## src/rtl/core/fasi_pkg.sv

```systemverilog
package fasi_pkg;

  localparam int STEP_BITS_DEF = 16;
  localparam int AXES_DEF      = 4;

  localparam int LEN_W       = 32;
  localparam int SCALE_W     = 32;
  localparam int LEN_LANES   = 4;
  localparam int REV_W       = 4;
  localparam int SECTIONS    = 3;
  localparam int CFG_IDX_W   = 1;
  localparam int CFG_DATA_W  = 32;

  localparam logic [SCALE_W-1:0] SCALE_RESET = 32'h0001_0000;

  localparam logic OP_LOAD = 1'b0;
  localparam logic OP_TICK = 1'b1;

  localparam logic [CFG_IDX_W-1:0] REG_STEP_SCALE   = 1'b0;
  localparam logic [CFG_IDX_W-1:0] REG_REVERSE_MASK = 1'b1;

  localparam logic [1:0] SECT_0   = 2'd0;
  localparam logic [1:0] SECT_1   = 2'd1;
  localparam logic [1:0] SECT_2   = 2'd2;
  localparam logic [1:0] SECT_ALL = 2'd3;

  typedef struct packed {
    logic                    opcode;
    logic [1:0]              section;
    logic signed [LEN_W-1:0] length_a;
    logic signed [LEN_W-1:0] length_b;
    logic signed [LEN_W-1:0] length_c;
    logic signed [LEN_W-1:0] length_d;
  } in_item_t;

  typedef struct packed {
    logic [SECTIONS-1:0] enable_mask;
    logic [REV_W-1:0]    dir_mask;
    logic [REV_W-1:0]    step_mask;
    logic                last_step;
  } out_item_t;

endpackage

```

## src/rtl/core/fasi_scale.sv

```systemverilog
module fasi_scale #(
  parameter int STEP_BITS = fasi_pkg::STEP_BITS_DEF
) (
  input  logic                              clk,
  input  logic                              load_en,
  input  logic signed [fasi_pkg::LEN_W-1:0] length,
  input  logic [fasi_pkg::SCALE_W-1:0]      scale,
  output logic [STEP_BITS-1:0]              mag,
  output logic                              neg
);
  import fasi_pkg::*;

  localparam int PROD_W = LEN_W + SCALE_W;

  logic [LEN_W-1:0]  len_mag_w;
  logic [PROD_W-1:0] prod_w;
  logic [LEN_W-1:0]  whole_r;
  logic              neg_r;
  logic              over_w;

  // The most negative length maps to its own bit pattern, which read
  // unsigned is the correct magnitude.
  assign len_mag_w = length[LEN_W-1] ? (~length + LEN_W'(1)) : length;
  assign prod_w    = PROD_W'(len_mag_w) * PROD_W'(scale);

  always_ff @(posedge clk) begin
    if (load_en) begin
      whole_r <= prod_w[PROD_W-1:SCALE_W];
      neg_r   <= length[LEN_W-1];
    end
  end

  assign over_w = |whole_r[LEN_W-1:STEP_BITS];
  assign mag    = over_w ? {STEP_BITS{1'b1}} : whole_r[STEP_BITS-1:0];
  assign neg    = neg_r;

endmodule

```

## config.mk

```make
export PLATFORM = sky130hd
export DESIGN_NAME = fasi_scale
export DESIGN_NICKNAME = d
export VERILOG_FILES = /design/src/rtl/core/fasi_pkg.sv /design/src/rtl/core/fasi_scale.sv
export SDC_FILE = /design/constraint.sdc
export NUM_CORES = 2
export LEC_CHECK = 0
export BUFFER_PORTS_ARGS = -buffer_cell sky130_fd_sc_hd__buf_2
export CAP_MARGIN = 0
export CELL_PAD_IN_SITES_DETAIL_PLACEMENT = 0
export CELL_PAD_IN_SITES_GLOBAL_PLACEMENT = 1
export CORE_AREA = 2 2 248 250
export CTS_CLUSTER_SIZE = 28
export DETAILED_ROUTE_END_ITERATION = 16
export DIE_AREA = 0 0 250 252
export PLACE_DENSITY_LB_ADDON = 0.3
export RECOVER_POWER = 50
export SLEW_MARGIN = 15
export SYNTH_ARGS = -nofsm -noshare
export SYNTH_HDL_FRONTEND = slang
export SYNTH_SLANG_ARGS = --single-unit
export TNS_END_PERCENT = 50
```

## constraint.sdc

```tcl
create_clock -name clk -period 24.4 [get_ports clk]
set_input_delay 7.32 -clock clk [delete_from_list [all_inputs] [get_ports clk]]
set_output_delay 7.32 -clock clk [all_outputs]
set_load 0.02 [all_outputs]
```

Yosys cells after proc, flatten, opt, wreduce, memory -nomap -nowiden
Cells that the tools add are included.
{"block": "classes", "bitwise_logic": 1, "add_sub_neg": 1, "n_reduce_logical": 1, "n_mul": 1, "mux": 2}
{"op": "$mul 32x32->64", "n": 1}
{"op": "$add 32x2->32 const B", "n": 1}
{"op": "$mux 32", "n": 1}
{"op": "$not 32->32", "n": 1}
{"op": "$mux 16", "n": 1}
{"op": "$reduce_or 16->1", "n": 1}
{"block": "totals", "input_bits": 66, "output_inout_bits": 17, "regBits": 33, "wordCells": 8}

Depth between registers and ports, before layout
{"block": "depth", "ltp_word": 4, "ltp_mapped": 37, "depth_no_buf": 34}

Worst setup path after synthesis
No wires, ideal clock.
{"block": "synth_timing", "kind": "input -> register", "startpoint": "in length[9] in the netlist's numbering", "endpoint": "reg whole_r[20], data pin", "required_ps": 24145, "path_buffers": 1, "arrival_time_ps": 16084, "setup_time_ps": 255, "cell_stages": 30, "path_slack_ps": 8060, "cell_sequence": "or4_1 -> or3_1 -> or3_1 -> or4_1 -> o21ai_2 -> nand2_1 -> xor2_1 -> clkbuf_1 -> nand2_1 -> fa_1 -> fa_1 -> fa_1 -> fa_1 -> inv_1 -> fa_1 -> fa_1 -> fa_1 -> inv_1 -> fa_1 -> inv_1 -> ha_1 -> a21o_1 -> a21oi_1 -> o21bai_1 -> a221o_1 -> nor3_1 -> o21ai_0 -> a31oi_1 -> o21ai_0 -> and3_1"}
{"block": "synth_between", "elab_chain_cells": 4}
{"item": "start, declared", "line": "fasi_scale.sv:6", "rtl": "input logic signed [fasi_pkg::LEN_W-1:0] length,"}
{"item": "$not 32->32", "line": "fasi_scale.sv:23", "rtl": "assign len_mag_w = length[LEN_W-1] ? (~length + LEN_W'(1)) : length;"}
{"item": "$add 32x2->32", "line": "fasi_scale.sv:23"}
{"item": "$mux 32 *", "line": "fasi_scale.sv:23"}
{"item": "$mul 32x32->64 *", "line": "fasi_scale.sv:24", "rtl": "assign prod_w = PROD_W'(len_mag_w) * PROD_W'(scale);"}
{"item": "named net prod_w[52]", "line": "fasi_scale.sv:16", "rtl": "logic [PROD_W-1:0] prod_w;"}
{"item": "end signal, assigned", "line": "fasi_scale.sv:28", "rtl": "whole_r <= prod_w[PROD_W-1:SCALE_W];"}
{"item": "end, declared", "line": "fasi_scale.sv:17", "rtl": "logic [LEN_W-1:0] whole_r;"}
Mark *: on every way through the listed nets, which the timed path passes. The rest lies on a longest branch.
A chain may end at the register's enable or synchronous reset.

Worst setup path after layout
{"block": "layout_timing", "startpoint": "in length[0] in the netlist's numbering", "endpoint": "reg whole_r[25], data pin"}
Same word-level chain as after synthesis.

==> impl_metrics.ini <==
[status]
status = finished, violations left
violations = max-capacitance violations, max-slew violations

[cts]
cts_tree = done
root_buffer = clkbuf_16
cts_buffer_depth = 2
cts_made_buffers = 5
ctsHoldBuffers = 0
cts_resized = 0
cts_max_level = 2
post_cts_buffers = 0
path_clk_slew_ps = 50
cts.sink_count = 33

[place]
hpwl_um = 70500
port_buffers = 82
preCtsSetupSlack_ps = 6350
gp_congestion = 0.901

[critical_path]
critPathLaunchType = input pin
crit_slowest_cell = o31ai_1
cp.required_ps = 24410
crit_top_cell = fa_1
path_class = in2reg
cpPeakStageDelay_ps = 590
cp-end-kind = flop
critPathArrivalTime_ps = 17850
path_max_fanout = 34

[synthesis]
yosys_warnings = 0
ys_ff_latch = 33
synth.area.top_cells = fa_1, and2_1, ha_1, inv_1, nand2_1
syn_inst = 3709
synth_ff_type = edfxtp_1
syn_area_per_cell_um2 = 9.22
synth_area_um2 = 34200
synthArstFlopShare_pct = 0
synth_edf_count = 33
ys_types = 56
syn_nets = 4931
synth.top_cell.area_share_pct = 52.4
synth_area_leader_cell = fa_1
ys_seq_area_share_pct = 2.90

[layout]
layout_commonest_cell = fa_1
final_cell_mix = fa_1, inv_1, and2_1, nand2_1, ha_1
area_growth_pct = 3.77
nets = 4858
drive_above_1_share_pct = 4.76

[floorplan]
die_w_um = 250
die_h_um = 252
rows = 90
die_area_um2 = 63000
coreArea_um2 = 60100
io_pins = 83
initial_utilization_pct = 56.8

[route]
first_iter_violations = 1265
drt-pass1-iter-count = 7
antenna_left = 0
wire_per_inst_um = 21.1
via_per_inst = 5.54
wl_um = 93300
vias = 24500
drcViolationCount = 0

[sta]
fin_crit_sh_pct = 73.1
fin_setup_tns_ps = 0
hold_violations = 0
clock.fmax_ghz = 0.0561
setup_ws_ps = 6560
setup_violations = 0
rsz0062_at_grt = no
fin_crit_ps = 17840
whs_ps = 8110
max-slew-margin-rel_pct = -29.9
slew_violations = 67
tightest_slew_ps = 1950

[worst_hold_path]
hold_end = whole_r[28]
min_path_cells = 1
hold_class = in2reg
hold_start = load_en

[grt]
grt_max_degree = 35
grt_use_total_pct = 31.4
grt_pass1_vias = 27400
grt_pass1_wl_um = 152000
grt_overflow = 0
antenna_found_initial = 7

[flow_run]
drv_cap = 2
==> worst max-delay path: cells and delay by family <==
kind | cells | cell delay (ps)
xor+xnor | 2 | 260
fa+ha+maj | 10 | 4500
simple gates | 9 | 2880
compound gates | 6 | 1850
buf+inv | 7 | 1020
==> routing by layer <==
metal | vias up | GRT usage [%] | routed length [um]
met5 | - | 0 | 45
met4 | 8 | 14.0 | 4940
met3 | 263 | 3.51 | 5020
met2 | 789 | 56.6 | 48100
met1 | 12800 | 38.1 | 35100
li1 | 10600 | - | -
==> Yosys cell counts (all sizes together), types with 2 or more instances <==
master  number
fa         895
inv        862
and2       593
nand2      488
ha         261
clkbuf     200
a21oi       50
xnor2       47
o21ai       39
edfxtp      33
nor2        27
a21o        26
or2         18
xor2        18
nand3       15
nand4       13
o31ai       11
a31oi       10
nor4        10
or3          8
nor3         7
o211ai       7
nor2b        6
and3         5
o21bai       5
a211oi       4
buf          4
o21a         4
o41ai        4
or4          4
a21boi       3
a22oi        3
nand2b       3
o311ai       3
a311oi       2
nor4b        2
o22ai        2
o31a         2
==> cell families (layout without fill, tap and decap cells) <==
kind of cell | after synthesis | count (layout) | share of synthesized area (%)
compound gates | 185 | 185 | 3.48
mux | 1 | 1 | 0.0329
buf+inv | 1066 | 993 | 11.7
fa+ha+maj | 1156 | 1156 | 62.0
other cells | 0 | 2 | 0
xor+xnor | 65 | 65 | 1.67
simple gates | 1203 | 1203 | 18.2
flops | 33 | 33 | 2.90
==> state kept, by name, indices dropped and copies added, names as in the netlist <==
name / cells
neg: 1
whole_r: 32
==> how the worst max path moves through the flow <==
| stage | startpoint | endpoint | slack, ps | cells past startpoint |
|---|---|---|---|---|
| finish | length[0] | whole_r[25] | 6560 | 34 |
| detailed placement | length[0] | whole_r[25] | 6350 | 34 |
| floorplan | length[9] | whole_r[20] | 8060 | 30 |
| CTS | length[0] | whole_r[25] | 6630 | 34 |
| global placement | length[0] | whole_r[25] | 6520 | 34 |
| global route | length[0] | whole_r[25] | 6010 | 34 |
==> layout make-up <==
type | count | area (um2)
inverters | 862 | 3240
diodes | 2 | 5.00
flip-flops and latches | 33 | 991
repair buffers | 124 | 712
clock buffers | 5 | 125
well taps | 782 | 978
multi-input cells | 2610 | 29400
fillers | 5390 | 24700
clock inverters | 2 | 11.3
==> through the flow <==
step | util [%] | cell area, um2 | std cells
6_report | 59.0 | 35500 | 4420
5_1_grt | 59.0 | 35500 | 4419
4_1_cts | 59.0 | 35500 | 4418
3_5_place_dp | 58.8 | 35300 | 4411
3_3_place_gp | 58.8 | 35300 | 4411
2_1_floorplan | - | 34200 | 3709
Power is left out: the tool's default activity adds up to more than one toggle a clock period on the data nets, which glitch-free logic cannot reach.
